--- src/hdl/fctg_pkg.sv ---
// Package for the floor-cast texel generator: screen and texture constants,
// fixed-point widths, configuration register codes and the divider structs.
// Depends on nothing; every other file of the block imports it.
package fctg_pkg;

  // Screen, texture and fixed-point format.
  localparam int SCREEN_W  = 640;
  localparam int SCREEN_H  = 480;
  localparam int TEX_W     = 64;
  localparam int TEX_H     = 64;
  localparam int FRAC_BITS = 16;

  // Port and register widths.
  localparam int ROW_W      = 9;
  localparam int COL_W      = 10;
  localparam int TEX_X_W    = $clog2(TEX_W);
  localparam int TEX_Y_W    = $clog2(TEX_H);
  localparam int SHADE_W    = 9;
  localparam int CFG_IDX_W  = 3;
  localparam int CFG_DATA_W = 24;
  localparam int VEC_W      = 18;
  localparam int CAM_W      = 24;
  localparam int WORLD_W    = 40;

  // Row distance: (SCREEN_H/2) / (row - SCREEN_H/2) in Q16.
  localparam int HALF_H   = SCREEN_H / 2;
  localparam int DIST_SAT = HALF_H << FRAC_BITS;
  localparam int DIST_W   = 24;

  // Distance divider: 24-bit dividend, 9-bit divisor, one quotient bit a cycle.
  localparam int DIV_N_W   = 24;
  localparam int DIV_D_W   = 9;
  localparam int DIV_CNT_W = $clog2(DIV_N_W + 1);

  // Shared multiplier: unsigned distance or step dividend times a signed
  // operand that is wide enough to hold the step reciprocal.
  localparam int MUL_A_W = DIST_W + 1;
  localparam int MUL_B_W = 24;
  localparam int MUL_P_W = MUL_A_W + MUL_B_W;

  // The screen width is an odd factor times a power of two. The step divide
  // is a shift by the power of two plus the format, then a divide by the odd
  // factor done as a reciprocal product. A bias keeps that dividend unsigned
  // and makes the divide floor. The reciprocal is exact for dividends below
  // 2^25 / 3, well above the biased range.
  localparam int SW_SHIFT         = 7;
  localparam int SW_ODD           = SCREEN_W >> SW_SHIFT;
  localparam int STEP_SHIFT       = FRAC_BITS + SW_SHIFT;
  localparam int STEP_OFS_EXP     = 19;
  localparam int STEP_OFS         = 1 << STEP_OFS_EXP;
  localparam int STEP_BIAS        = SW_ODD << STEP_OFS_EXP;
  localparam int STEP_RECIP_SHIFT = 25;
  localparam int STEP_RECIP       = ((1 << STEP_RECIP_SHIFT) + SW_ODD - 1) / SW_ODD;

  // Shade: 1 - 0.03 * dist, Q1.8, clamped at 0.3.
  localparam int SHADE_K       = 1966;
  localparam int SHADE_MIN     = 77;
  localparam int SHADE_ONE     = 256;
  localparam int SHADE_SHIFT   = FRAC_BITS + 8;
  localparam int SHADE_MAX_DIM = SHADE_ONE - SHADE_MIN;

  // Register reset values.
  localparam int DIR_X_RST   = 1 << FRAC_BITS;
  localparam int PLANE_Y_RST = 43254;

  // Configuration register indexes.
  typedef enum logic [CFG_IDX_W-1:0] {
    CFG_DIR_X,
    CFG_DIR_Y,
    CFG_PLANE_X,
    CFG_PLANE_Y,
    CFG_CAM_X,
    CFG_CAM_Y
  } cfg_idx_t;

  // Divider request and response.
  typedef struct packed {
    logic               start;
    logic [DIV_N_W-1:0] dividend;
    logic [DIV_D_W-1:0] divisor;
  } div_req_t;

  typedef struct packed {
    logic               done;
    logic [DIV_N_W-1:0] quotient;
  } div_rsp_t;

endpackage

--- src/hdl/fctg_if.sv ---
// Channel interfaces of the floor-cast texel generator: pixel items in,
// texel items out, and the configuration write channel.
// Depends on fctg_pkg for the field widths.
interface fctg_pixel_if import fctg_pkg::*; ();
  logic             valid;
  logic             ready;
  logic [ROW_W-1:0] row;
  logic [COL_W-1:0] column;

  modport source (output valid, row, column, input ready);
  modport sink   (input valid, row, column, output ready);
endinterface

interface fctg_texel_if import fctg_pkg::*; ();
  logic               valid;
  logic               ready;
  logic [ROW_W-1:0]   out_row;
  logic [COL_W-1:0]   out_column;
  logic [TEX_X_W-1:0] tex_x;
  logic [TEX_Y_W-1:0] tex_y;
  logic [SHADE_W-1:0] shade;
  logic               is_floor;

  modport source (output valid, out_row, out_column, tex_x, tex_y, shade, is_floor,
                  input ready);
  modport sink   (input valid, out_row, out_column, tex_x, tex_y, shade, is_floor,
                  output ready);
endinterface

interface fctg_cfg_if import fctg_pkg::*; ();
  logic                  valid;
  logic                  ready;
  logic [CFG_IDX_W-1:0]  index;
  logic [CFG_DATA_W-1:0] data;

  modport source (output valid, index, data, input ready);
  modport sink   (input valid, index, data, output ready);
endinterface

--- src/hdl/fctg_div.sv ---
// Radix-2 restoring divider for the row distance: unsigned 24-bit
// dividend by a 9-bit divisor, one quotient bit per cycle.
// Depends on fctg_pkg for widths and the request/response structs.
module fctg_div import fctg_pkg::*; (
  input  logic     clk,
  input  logic     rst,
  input  div_req_t req,
  output div_rsp_t rsp
);

  logic                 run;
  logic                 done;
  logic [DIV_CNT_W-1:0] cnt;
  logic [DIV_D_W-1:0]   rem;
  logic [DIV_D_W-1:0]   dsr;
  logic [DIV_N_W-1:0]   quo;
  logic [DIV_D_W:0]     trial;
  logic                 fits;

  // Bring down the next dividend bit and test the divisor against it.
  always_comb begin
    trial = {rem, quo[DIV_N_W-1]};
    fits  = trial >= {1'b0, dsr};
  end

  // The dividend shifts out of quo while the quotient shifts in.
  always_ff @(posedge clk) begin
    if (rst) begin
      run  <= 1'b0;
      done <= 1'b0;
      cnt  <= '0;
    end else begin
      done <= 1'b0;
      if (req.start) begin
        run <= 1'b1;
        cnt <= DIV_CNT_W'(DIV_N_W);
        rem <= '0;
        quo <= req.dividend;
        dsr <= req.divisor;
      end else if (run) begin
        rem <= fits ? DIV_D_W'(trial - {1'b0, dsr}) : trial[DIV_D_W-1:0];
        quo <= {quo[DIV_N_W-2:0], fits};
        cnt <= cnt - 1'b1;
        if (cnt == DIV_CNT_W'(1)) begin
          run  <= 1'b0;
          done <= 1'b1;
        end
      end
    end
  end

  assign rsp.done     = done;
  assign rsp.quotient = quo;

endmodule

--- src/hdl/fctg_mul.sv ---
// Shared registered multiplier of the row setup: unsigned row distance or
// step dividend times a signed operand, product ready in the next cycle.
// Depends on fctg_pkg for the operand and product widths.
module fctg_mul import fctg_pkg::*; (
  input  logic                      clk,
  input  logic signed [MUL_A_W-1:0] a,
  input  logic signed [MUL_B_W-1:0] b,
  output logic signed [MUL_P_W-1:0] p
);

  logic signed [MUL_P_W-1:0] prod;

  // Full signed product; it always fits the product width.
  assign prod = a * b;

  always_ff @(posedge clk) begin
    p <= prod;
  end

endmodule

--- src/hdl/floor_cast_texel_generator.sv ---
// Floor-cast texel generator: turns a stream of screen pixels into floor
// texture coordinates and a distance shade.
// Depends on fctg_pkg, fctg_if, fctg_div and fctg_mul.
//
// Channels: pixel takes (row, column) items, the pixels of a row in order;
// texel returns one item per pixel; cfg writes the camera direction, plane
// and position by register index, and is always ready.
// A pixel above the horizon, or a floor pixel with a column other than 0,
// gives its result in the next cycle, and while the receiver keeps up such items
// can follow one per cycle.
// Column 0 of a floor row starts the row setup, which runs on one shared
// multiplier and one radix-2 divider under a small sequencer: a distance
// divide (24 quotient bits on the divider) and seven products, two of them
// reciprocal products that divide the steps by the odd factor of the screen
// width. On the horizon row the distance divide is skipped; pixel is not ready
// during the setup.
// The result waits in an output register; while the receiver stalls, the
// block takes no new pixel.
// Reset restores the camera registers and returns the sequencer to idle; the world
// position and steps start at zero and the row shade at 1.0.
module floor_cast_texel_generator import fctg_pkg::*; (
  input  logic         clk,
  input  logic         rst,
  fctg_pixel_if.sink   pixel,
  fctg_texel_if.source texel,
  fctg_cfg_if.sink     cfg
);

  typedef enum logic [2:0] {
    ST_IDLE,
    ST_DIST,
    ST_MUL,
    ST_POST,
    ST_RECIP,
    ST_STEP,
    ST_FINISH
  } state_t;

  typedef enum logic [2:0] {
    PH_SX,
    PH_SY,
    PH_WX,
    PH_WY,
    PH_SH
  } phase_t;

  state_t st;
  phase_t phase;

  // Camera registers.
  logic signed [VEC_W-1:0] dir_x, dir_y, plane_x, plane_y;
  logic [CAM_W-1:0]        cam_x, cam_y;

  // Row state.
  logic [WORLD_W-1:0] world_x, world_y, step_x, step_y;
  logic [SHADE_W-1:0] row_shade;
  logic [DIST_W-1:0]  row_dist;
  logic [DIV_N_W-1:0] step_arg;
  logic [ROW_W-1:0]   pend_row;
  logic [COL_W-1:0]   pend_col;

  // Output register.
  logic               ov;
  logic [ROW_W-1:0]   o_row;
  logic [COL_W-1:0]   o_col;
  logic [TEX_X_W-1:0] o_tx;
  logic [TEX_Y_W-1:0] o_ty;
  logic [SHADE_W-1:0] o_shade;
  logic               o_floor;

  // Shared units.
  div_req_t                  div_req;
  div_rsp_t                  div_rsp;
  logic signed [MUL_A_W-1:0] mul_a;
  logic signed [MUL_B_W-1:0] mul_b;
  logic signed [MUL_P_W-1:0] mul_p;

  logic               acc;
  logic               floor_row;
  logic [ROW_W-1:0]   vp;
  logic [DIV_N_W-1:0] step_num;
  logic [WORLD_W-1:0] step_val;
  logic [WORLD_W-1:0] world_val;
  logic [MUL_P_W-SHADE_SHIFT-1:0] dim;
  logic [SHADE_W-1:0] shade_val;

  fctg_div u_div (
    .clk (clk),
    .rst (rst),
    .req (div_req),
    .rsp (div_rsp)
  );

  fctg_mul u_mul (
    .clk (clk),
    .a   (mul_a),
    .b   (mul_b),
    .p   (mul_p)
  );

  // Handshakes.
  assign pixel.ready = (st == ST_IDLE) && (!ov || texel.ready);
  assign acc         = pixel.valid && pixel.ready;
  assign cfg.ready   = 1'b1;
  assign floor_row   = pixel.row >= ROW_W'(HALF_H);
  assign vp          = pixel.row - ROW_W'(HALF_H);

  // Multiplier operands: the step dividend and its reciprocal, or the row
  // distance and the operand of the current setup phase.
  assign mul_a = (st == ST_RECIP) ? $signed({1'b0, step_arg}) : $signed({1'b0, row_dist});
  always_comb begin
    if (st == ST_RECIP) begin
      mul_b = MUL_B_W'(STEP_RECIP);
    end else begin
      unique case (phase)
        PH_SX:   mul_b = MUL_B_W'(plane_x) <<< 1;
        PH_SY:   mul_b = MUL_B_W'(plane_y) <<< 1;
        PH_WX:   mul_b = MUL_B_W'(dir_x) - MUL_B_W'(plane_x);
        PH_WY:   mul_b = MUL_B_W'(dir_y) - MUL_B_W'(plane_y);
        PH_SH:   mul_b = MUL_B_W'(SHADE_K);
        default: mul_b = '0;
      endcase
    end
  end

  // Results from the product: biased step dividend, step, world start, shade.
  always_comb begin
    step_num  = DIV_N_W'($signed(mul_p[MUL_P_W-1:STEP_SHIFT])) + DIV_N_W'(STEP_BIAS);
    step_val  = WORLD_W'(mul_p[MUL_P_W-1:STEP_RECIP_SHIFT]) - WORLD_W'(STEP_OFS);
    world_val = WORLD_W'($signed(mul_p[MUL_P_W-1:FRAC_BITS]))
              + WORLD_W'((phase == PH_WX) ? cam_x : cam_y);
    dim       = mul_p[MUL_P_W-1:SHADE_SHIFT];
    shade_val = (dim > SHADE_MAX_DIM) ? SHADE_W'(SHADE_MIN) : SHADE_W'(SHADE_ONE - dim);
  end

  // Sequencer, row state, configuration and output register.
  always_ff @(posedge clk) begin
    if (rst) begin
      st            <= ST_IDLE;
      phase         <= PH_SX;
      ov            <= 1'b0;
      div_req.start <= 1'b0;
      dir_x         <= VEC_W'(DIR_X_RST);
      dir_y         <= '0;
      plane_x       <= '0;
      plane_y       <= VEC_W'(PLANE_Y_RST);
      cam_x         <= '0;
      cam_y         <= '0;
      world_x       <= '0;
      world_y       <= '0;
      step_x        <= '0;
      step_y        <= '0;
      row_shade     <= SHADE_W'(SHADE_ONE);
    end else begin
      div_req.start <= 1'b0;

      if (ov && texel.ready) begin
        ov <= 1'b0;
      end

      if (cfg.valid) begin
        unique case (cfg_idx_t'(cfg.index))
          CFG_DIR_X:   dir_x   <= cfg.data[VEC_W-1:0];
          CFG_DIR_Y:   dir_y   <= cfg.data[VEC_W-1:0];
          CFG_PLANE_X: plane_x <= cfg.data[VEC_W-1:0];
          CFG_PLANE_Y: plane_y <= cfg.data[VEC_W-1:0];
          CFG_CAM_X:   cam_x   <= cfg.data[CAM_W-1:0];
          CFG_CAM_Y:   cam_y   <= cfg.data[CAM_W-1:0];
          default: ;
        endcase
      end

      unique case (st)
        ST_IDLE: begin
          if (acc) begin
            if (!floor_row) begin
              // Above the horizon: flagged, nothing else happens.
              ov      <= 1'b1;
              o_row   <= pixel.row;
              o_col   <= pixel.column;
              o_tx    <= '0;
              o_ty    <= '0;
              o_shade <= '0;
              o_floor <= 1'b0;
            end else if (pixel.column == '0) begin
              // New floor row; the horizon row takes the saturated distance.
              pend_row <= pixel.row;
              pend_col <= pixel.column;
              phase    <= PH_SX;
              if (vp == '0) begin
                row_dist <= DIST_W'(DIST_SAT);
                st       <= ST_MUL;
              end else begin
                div_req.start    <= 1'b1;
                div_req.dividend <= DIV_N_W'(DIST_SAT);
                div_req.divisor  <= vp;
                st               <= ST_DIST;
              end
            end else begin
              // Floor pixel inside a row: sample, then step.
              ov      <= 1'b1;
              o_row   <= pixel.row;
              o_col   <= pixel.column;
              o_tx    <= world_x[FRAC_BITS-1 -: TEX_X_W];
              o_ty    <= world_y[FRAC_BITS-1 -: TEX_Y_W];
              o_shade <= row_shade;
              o_floor <= 1'b1;
              world_x <= world_x + step_x;
              world_y <= world_y + step_y;
            end
          end
        end

        ST_DIST: begin
          if (div_rsp.done) begin
            row_dist <= div_rsp.quotient[DIST_W-1:0];
            st       <= ST_MUL;
          end
        end

        // Operands settle into the multiplier this cycle.
        ST_MUL: begin
          st <= ST_POST;
        end

        ST_POST: begin
          unique case (phase)
            PH_SX, PH_SY: begin
              step_arg <= step_num;
              st       <= ST_RECIP;
            end
            PH_WX: begin
              world_x <= world_val;
              phase   <= PH_WY;
              st      <= ST_MUL;
            end
            PH_WY: begin
              world_y <= world_val;
              phase   <= PH_SH;
              st      <= ST_MUL;
            end
            PH_SH: begin
              row_shade <= shade_val;
              st        <= ST_FINISH;
            end
            default: st <= ST_IDLE;
          endcase
        end

        // The biased step dividend times the reciprocal of the odd factor.
        ST_RECIP: begin
          st <= ST_STEP;
        end

        ST_STEP: begin
          if (phase == PH_SX) begin
            step_x <= step_val;
            phase  <= PH_SY;
          end else begin
            step_y <= step_val;
            phase  <= PH_WX;
          end
          st <= ST_MUL;
        end

        // First pixel of the row from the fresh setup.
        ST_FINISH: begin
          ov      <= 1'b1;
          o_row   <= pend_row;
          o_col   <= pend_col;
          o_tx    <= world_x[FRAC_BITS-1 -: TEX_X_W];
          o_ty    <= world_y[FRAC_BITS-1 -: TEX_Y_W];
          o_shade <= row_shade;
          o_floor <= 1'b1;
          world_x <= world_x + step_x;
          world_y <= world_y + step_y;
          st      <= ST_IDLE;
        end

        default: st <= ST_IDLE;
      endcase
    end
  end

  assign texel.valid      = ov;
  assign texel.out_row    = o_row;
  assign texel.out_column = o_col;
  assign texel.tex_x      = o_tx;
  assign texel.tex_y      = o_ty;
  assign texel.shade      = o_shade;
  assign texel.is_floor   = o_floor;

  // The divider only finishes while the sequencer waits for it.
  a_div_done_expected: assert property (@(posedge clk) disable iff (rst)
    div_rsp.done |-> (st == ST_DIST))
    else $error("divider finished outside a wait state");

  // A row setup item gives no result in the next cycle.
  a_setup_no_early_result: assert property (@(posedge clk) disable iff (rst)
    (acc && floor_row && pixel.column == '0) |=> !texel.valid)
    else $error("result appeared before the row setup finished");

  // The setup result never lands on an occupied output register.
  a_finish_output_free: assert property (@(posedge clk) disable iff (rst)
    (st == ST_FINISH) |-> !ov)
    else $error("output register busy when the row setup finished");

  // Floor shade stays within its clamp range.
  a_floor_shade_range: assert property (@(posedge clk) disable iff (rst)
    (texel.valid && texel.is_floor) |->
      (texel.shade >= SHADE_W'(SHADE_MIN) && texel.shade <= SHADE_W'(SHADE_ONE)))
    else $error("floor shade out of range");

  // Items above the horizon carry no texture or shade.
  a_sky_zero: assert property (@(posedge clk) disable iff (rst)
    (texel.valid && !texel.is_floor) |->
      (texel.shade == '0 && texel.tex_x == '0 && texel.tex_y == '0))
    else $error("non-floor item with texture fields set");

endmodule

--- src/flat_wrapper.sv ---
// flat-port wrapper written by rule: the top's interface ports become plain ports
module floor_cast_texel_generator_flat import fctg_pkg::*;
  (clk, rst, pixel_valid, pixel_row, pixel_column, pixel_ready, texel_valid, texel_out_row, texel_out_column, texel_tex_x, texel_tex_y, texel_shade, texel_is_floor, texel_ready, cfg_valid, cfg_index, cfg_data, cfg_ready);
  fctg_pixel_if pixel_i ();
  fctg_texel_if texel_i ();
  fctg_cfg_if cfg_i ();
  input  logic clk;
  input  logic rst;
  input wire logic [$bits(pixel_i.valid)-1:0] pixel_valid;
  input wire logic [$bits(pixel_i.row)-1:0] pixel_row;
  input wire logic [$bits(pixel_i.column)-1:0] pixel_column;
  output wire logic [$bits(pixel_i.ready)-1:0] pixel_ready;
  output wire logic [$bits(texel_i.valid)-1:0] texel_valid;
  output wire logic [$bits(texel_i.out_row)-1:0] texel_out_row;
  output wire logic [$bits(texel_i.out_column)-1:0] texel_out_column;
  output wire logic [$bits(texel_i.tex_x)-1:0] texel_tex_x;
  output wire logic [$bits(texel_i.tex_y)-1:0] texel_tex_y;
  output wire logic [$bits(texel_i.shade)-1:0] texel_shade;
  output wire logic [$bits(texel_i.is_floor)-1:0] texel_is_floor;
  input wire logic [$bits(texel_i.ready)-1:0] texel_ready;
  input wire logic [$bits(cfg_i.valid)-1:0] cfg_valid;
  input wire logic [$bits(cfg_i.index)-1:0] cfg_index;
  input wire logic [$bits(cfg_i.data)-1:0] cfg_data;
  output wire logic [$bits(cfg_i.ready)-1:0] cfg_ready;
  assign pixel_i.valid = pixel_valid;
  assign pixel_i.row = pixel_row;
  assign pixel_i.column = pixel_column;
  assign pixel_ready = pixel_i.ready;
  assign texel_valid = texel_i.valid;
  assign texel_out_row = texel_i.out_row;
  assign texel_out_column = texel_i.out_column;
  assign texel_tex_x = texel_i.tex_x;
  assign texel_tex_y = texel_i.tex_y;
  assign texel_shade = texel_i.shade;
  assign texel_is_floor = texel_i.is_floor;
  assign texel_i.ready = texel_ready;
  assign cfg_i.valid = cfg_valid;
  assign cfg_i.index = cfg_index;
  assign cfg_i.data = cfg_data;
  assign cfg_ready = cfg_i.ready;
  floor_cast_texel_generator u_core (.clk(clk), .rst(rst), .pixel(pixel_i), .texel(texel_i), .cfg(cfg_i));
endmodule
--- config.mk ---
export PLATFORM = sky130hd
export DESIGN_NAME = floor_cast_texel_generator_flat
export DESIGN_NICKNAME = d
export VERILOG_FILES = /design/src/hdl/fctg_pkg.sv /design/src/hdl/fctg_if.sv /design/src/hdl/fctg_div.sv /design/src/hdl/fctg_mul.sv /design/src/hdl/floor_cast_texel_generator.sv /design/src/flat_wrapper.sv
export SDC_FILE = /design/constraint.sdc
export NUM_CORES = 2
export LEC_CHECK = 0
export BUFFER_PORTS_ARGS = -buffer_cell sky130_fd_sc_hd__buf_2
export CAP_MARGIN = 5
export CORE_ASPECT_RATIO = 1.2
export CORE_MARGIN = 2
export CORE_UTILIZATION = 45
export CTS_CLUSTER_SIZE = 28
export DETAILED_ROUTE_END_ITERATION = 7
export GPL_ROUTABILITY_DRIVEN = 0
export SKIP_LAST_GASP = 1
export SYNTH_ARGS = -nofsm -noshare
export SYNTH_HDL_FRONTEND = slang
export SYNTH_SLANG_ARGS = --single-unit
export TNS_END_PERCENT = 20
--- constraint.sdc ---
create_clock -name clk -period 9.5 [get_ports clk]
set_input_delay 1.9 -clock clk [delete_from_list [all_inputs] [get_ports clk]]
set_output_delay 1.9 -clock clk [all_outputs]
set_load 0.005 [all_outputs]
# Word level (Yosys, flattened, before mapping)
# Cells that the tools add are included.
[word_totals]
in_bits = 51
elab_cells = 196
regBits = 512
out_inout_bits = 44
[classes]
magnitude_cmp = 3
n_mul = 1
eq_ne = 26
n_bitwise = 8
n_addsub = 11
mux = 73
reduce_logical = 40
[ops]
columns = ["cell", "n"]
rows = [
  ["two-way mux 40 bit", 8],
  ["one-hot mux 40 bit (3 select lines)", 2],
  ["two-way mux 24 bit", 9],
  ["one-hot mux 24 bit (5 select lines)", 1],
  ["two-way mux 9 bit", 9],
  ["adder 40 bit", 2],
  ["multiplier 25 x 24 -> 49 bit", 1],
  ["one-hot mux 24 bit (2 select lines)", 1],
  ["subtractor 18 x 18 -> 19 bit", 2],
  ["two-way mux 6 bit", 6],
  ["one-hot mux 9 bit (2 select lines)", 2],
  ["adder 33 x 25 -> 34 bit", 1],
  ["two-way mux 34 bit", 1],
  ["two-way mux 10 bit", 3],
  ["greater-than comparator 25 x 8 -> 1 bit, second input constant", 1],
  ["subtractor 24 x 20 -> 25 bit, second input constant", 1],
  ["adder 24 x 23 -> 24 bit, second input constant", 1],
  ["one-hot mux 6 bit (2 select lines)", 2],
  ["AND reduction 2 bit", 11],
  ["two-way mux 3 bit", 7],
  ["one-hot mux 10 bit (2 select lines)", 1],
  ["AND reduction 5 bit", 4],
  ["equality test 3 x 2 -> 1 bit, second input constant", 6],
  ["equality test 3 bit, second input constant", 6],
  ["other kinds (35)", 74],
]

# Logic depth before layout (Yosys ltp)
[depth]
ltp_word = 7
mapped_depth = 37
mapped_depth_nobuf = 36

# By module
# From an unflattened synthesis, not the netlist that was laid out.
[unflattened]
hier_cells = 4576
hier_area_um2 = 42041.6
[by_module_without_submodules]
columns = ["mod", "area_per_inst_um2", "instances", "cells_per_inst", "seq_area_each_um2"]
rows = [
  ["fctg_mul", 23019.6, 1, 2452, 980.9],
  ["floor_cast_texel_generator", 16572.1, 1, 1945, 7216.9],
  ["fctg_div", 2449.8, 1, 179, 1401.3],
]

# Worst setup path after synthesis
# No wires, ideal clock.
[synth_path]
kind = "register -> register"
start = "register u_core.plane_x[0]"
end = "register u_core.u_mul.p[47]"
n_path_buf = 2
setup_time_ps = 72
path_stages_with_launch = 37
arrival_ps = 8824
period_less_slack_ps = 8896
slack_ps = 604
required_ps = 9428
path_cell_list = "dfxtp_1 ha_1 inv_1 fa_1 a21oi_1 o21ai_0 a211oi_1 o21bai_1 a21oi_1 o2111a_1 a211oi_1 a21oi_1 clkbuf_1 nand2_1 fa_1 inv_1 fa_1 fa_1 inv_1 fa_1 inv_1 fa_1 inv_1 fa_1 inv_1 fa_1 ha_1 clkbuf_1 and2_1 a221o_1 o311ai_0 nand2_1 a21o_1 a41o_1 a221o_1 a31oi_2 xnor2_1"
[synth_via]
elab_chain_cells = 4
[synth_lines]
columns = ["element", "line", "rtl"]
rows = [
  ["start: declaration", "floor_cast_texel_generator.sv:51", "logic signed [VEC_W-1:0] dir_x, dir_y, plane_x, plane_y;"],
  ["start signal: assignment", "floor_cast_texel_generator.sv:165", "CFG_PLANE_X: plane_x <= cfg.data[VEC_W-1:0];"],
  ["subtractor 18 x 18 -> 19 bit", "floor_cast_texel_generator.sv:118", "PH_WX: mul_b = MUL_B_W'(dir_x) - MUL_B_W'(plane_x);"],
  ["one-hot mux 24 bit (5 select lines) (*)", "floor_cast_texel_generator.sv:115", "unique case (phase)"],
  ["two-way mux 24 bit (*)", "floor_cast_texel_generator.sv:112", "if (st == ST_RECIP) begin"],
  ["multiplier 25 x 24 -> 49 bit (*)", "fctg_mul.sv:14", "assign prod = a * b;"],
  ["named net u_core.u_mul.prod[47]", "fctg_mul.sv:11", "logic signed [MUL_P_W-1:0] prod;"],
  ["end signal: assignment", "fctg_mul.sv:17", "p <= prod;"],
  ["end: declaration", "fctg_mul.sv:8", "output logic signed [MUL_P_W-1:0] p"],
]
# The timed path passes the listed nets; every way through them passes the cells marked *.
# A chain may end at the register's enable or synchronous reset.

# Final worst setup path
[layout_path]
start = "register u_core.dir_y[0]"
end = "register u_core.u_mul.p[32]"
[layout_via]
elab_chain_cells = 4
[layout_lines]
columns = ["element", "line", "rtl"]
rows = [
  ["start: declaration", "floor_cast_texel_generator.sv:51", ""],
  ["start signal: assignment", "floor_cast_texel_generator.sv:164", "CFG_DIR_Y: dir_y <= cfg.data[VEC_W-1:0];"],
  ["subtractor 18 x 18 -> 19 bit", "floor_cast_texel_generator.sv:119", "PH_WY: mul_b = MUL_B_W'(dir_y) - MUL_B_W'(plane_y);"],
  ["one-hot mux 24 bit (5 select lines)", "floor_cast_texel_generator.sv:115", ""],
  ["two-way mux 24 bit", "floor_cast_texel_generator.sv:112", ""],
  ["multiplier 25 x 24 -> 49 bit", "fctg_mul.sv:14", ""],
  ["named net u_core.u_mul.prod[32]", "fctg_mul.sv:11", ""],
]
# The timed path passes the listed nets, and every way through them passes these cells.

==> metrics.md <==
| Metric | Value |
|---|---|
| DIE HEIGHT | `~320 um` |
| Worst-Margin Slew | `1.21 ns` |
| Ports | `95` |
| Slew Limit Headroom | `0.193` |
| Final core occ | `0.508` |
| Hpwl dp | `approximately 89000 um` |
| Ant diodes | `0` |
| M2 GR Usage | `0.453` |
| DRC | `0` |
| Die Area | `about 0.085 mm2` |
| Rows | `around 120` |
| Core Region | `0.0820 mm2` |
| ANT nets after route | `0` |
| CTS Buf Count | `35` |
| Latest clock arrival within the worst-skew pair | `0.55 ns` |
| Hold WC Path Type | `reg -> reg` |
| Root Driver | `clkbuf_16` |
| Wirelength, routed | `110000 um` |
| Total number of vias | `~30k` |
| Clk_skew | `~0.029 ns` |
| Iter 0 DRT Violations | `~1.9k` |
| Worst-path maximum fanout | `7` |
| H-tree levels | `2` |
| PwrDens | `95.6 mW/mm2` |
| Final Hold Viols | `0` |
| Routed len/inst | `roughly 20 um` |
| Ys Warns | `0` |
| Setup CP Type | `reg -> reg` |
| GRT Util Overall | `0.264` |
| Final Net Count | `between 5k and 6k` |
| Minimum hold slack | `between 0.4 and 0.5 ns` |
| Number of synthesized register bits | `about 380` |
| Period utilization | `0.967` |
| Worst path max stage delay | `0.57 ns` |
| WP data required | `between 9 and 10 ns` |
| Via-per-instance ratio | `between 5 and 6` |
| Setup violations, final | `0` |
| Chip Width | `267 um` |
| Top FF cell, synth | `dfxtp_1` |
| First-pass GRT wire length | `approximately 170000 um` |
| CP endpoint kind | `register` |
| Share of layout cells above drive strength 1 | `0.103` |
| Yosys top cell by area | `fa_1` |
| Congestion Overflow GR | `0` |
| Register area share after synthesis | `0.249` |
| RSZ-0062 raised after global routing | `true` |
| Reg clk slew, reported paths | `~0.070 ns` |
| Cell leakage power | `about 20 nW` |
| Final-layout fill cell count | `between 7k and 8k` |
| Min Clock Period, post-route | `a little over 9 ns` |
| IO buf count | `between 80 and 90` |
| CTS Hold Buffers Added | `0` |
| Max Freq | `~0.11 GHz` |
| Area of the mapped netlist | `between 0.03 and 0.04 mm2` |
| CTS tree | `built` |
| CTS Sinks | `roughly 380` |
| Syn avg cell area | `~9 um2` |
| Number of synthesized flops with an enable pin | `approximately 160` |
| # Max-Cap Violations | `0` |
| Maximum buffer depth of the clock tree | `3` |
| Startpoint Class | `register` |
| Final Max Tran Viols | `0` |
| Critical path's slowest cell | `fa_1` |
| Crit path DAT | `a little under 10 ns` |
| Synth top area share | `0.261` |
| M1 GR Usage | `0.343` |
| Largest net degree at the start of global routing | `95` |
| Asr flop ratio synth | `0` |
| Most frequent cells in the layout | `829 x nand2_1, 669 x inv_1, 487 x fa_1` |
| Gr busiest metal | `met2` |
| Vias in the first global route | `30.2k` |
| GR Layer Usage met3 | `0.0239` |
| Initial antenna violation count | `0` |
| Starting Density | `0.455` |
| Cell mode on critical path | `fa_1` |
| Top post-synthesis cells by area | `fa_1 26%, edfxtp_1 13%, dfxtp_1 12%` |
| First-pass iteration count of the detailed router | `6` |
| Count of cell types in the netlist | `slightly above 80` |
| Status | `completed` |
| Most common cell after layout, fill and taps aside | `nand2_1` |
| Gate Count Post-Synth | `4197` |
| Syn Nets | `approximately 5.0k` |
| Maximum vdd drop | `0.000127 V` |
| Syn-to-layout area delta | `11.7%` |
metrics by stage:
step	worst slack [ns]	std cells	TNS (ns)	instance area [um2]	power, mW
floorplan	0.604	4197	0	37300	2.21
detailed placement	-0.346	5352	-2.02	40000	2.45
CTS	0.0141	5416	0	41300	4.00
finish	0.316	5428	0	41600	3.98
global placement	-0.297	5352	-1.58	40000	2.45
global route	-0.0349	5428	-0.0854	41600	4.14
state kept, by name (all words and copies together) (netlist names), 10 cells and up:
name / count
u_core.cam_x: 16
u_core.cam_y: 16
u_core.dir_x: 18
u_core.dir_y: 18
u_core.div_req: 10
u_core.pend_col: 10
u_core.plane_x: 18
u_core.plane_y: 18
u_core.row_dist: 24
u_core.step_arg: 24
u_core.step_x: 16
u_core.step_y: 16
u_core.texel.out_column: 10
u_core.u_div.quo: 24
u_core.u_mul.p: 33
u_core.world_x: 16
u_core.world_y: 16
per-layer routing:
metal	routed length [um]	vias up
li1	-	13753
met1	45200	14490
met2	54300	806
met3	5510	224
met4	4670	0
met5	0	-
logic make-up (layout without fill, tap and decap cells):
kind of cell,after synthesis,after routing,synth area share
muxes,52,52,0.0151
other,1,1,0.000101
and+or+nand+nor,1441,1441,0.166
adders and majority gates,779,779,0.359
DFF,384,384,0.249
AOI/OAI and AO/OA,579,579,0.0974
buffers and inverters,845,1023,0.0854
xor gates and xnor gates,116,116,0.0272
path summary, 6_finish.rpt:
| kind | from | end | slack [ns] | depth (start not counted) |
|---|---|---|---|---|
| max | u_core.dir_y[0] | u_core.u_mul.p[32] | 0.32 | 37 |
| min | u_core.div_req[8] | u_core.u_div.dsr[8] | 0.42 | 0 |
| max reg2reg | u_core.dir_y[0] | u_core.u_mul.p[32] | 0.32 | 37 |
| min reg2reg | u_core.div_req[8] | u_core.u_div.dsr[8] | 0.42 | 0 |
area by class of cell:
type | instances | area, um2 | share of cell area
multi-input combinational | 2968 | 25200 | 0.604
sequential | 384 | 9280 | 0.223
inverter | 671 | 2520 | 0.0605
timing repair buffer | 288 | 2140 | 0.0514
tap | 1053 | 1320 | 0.0316
clock buffer | 41 | 930 | 0.0223
clock inverter | 23 | 298 | 0.00715
power by group:
part	switching (mW)	leakage, nW	internal (mW)
clock	0.667	0.595	0.877
combinational	0.384	16.0	0.244
sequential	0.0516	3.30	1.76
total	1.10	19.9	2.88
critical path, delay by kind of cell, from the launching register on:
family / cells / cell delay (ns)
simple gates: 5 / 0.63
xor+xnor: 1 / 0.13
buf+inv: 10 / 0.92
fa+ha+maj: 10 / 4.43
compound gates: 11 / 2.66
flops: 1 / 0.31
synthesized netlist by cell type (all sizes together) (18+ instances only):
master  count
xor2       42
mux2i      31
nand2     832
xnor2      74
o21ai      82
mux2       20
fa        487
a31oi      18
nand3      80
o211ai     21
or2        18
dfxtp     225
clkbuf    165
nor2b      44
a21o       41
and3       48
a21oi     251
a211oi     29
nor2      236
nor3       57
and2       54
ha        292
edfxtp    159
inv       670
what timing repair did:
| item | CTS | global route |
|---|---|---|
| resized for setup | 7 | 54 |
| setup endpoints to repair | 13 | 20 |
| pin swaps | 1 | 28 |
| cloned | 0 | 2 |
| setup buffers | 0 | 10 |
(Power assumes the default switching activity.)
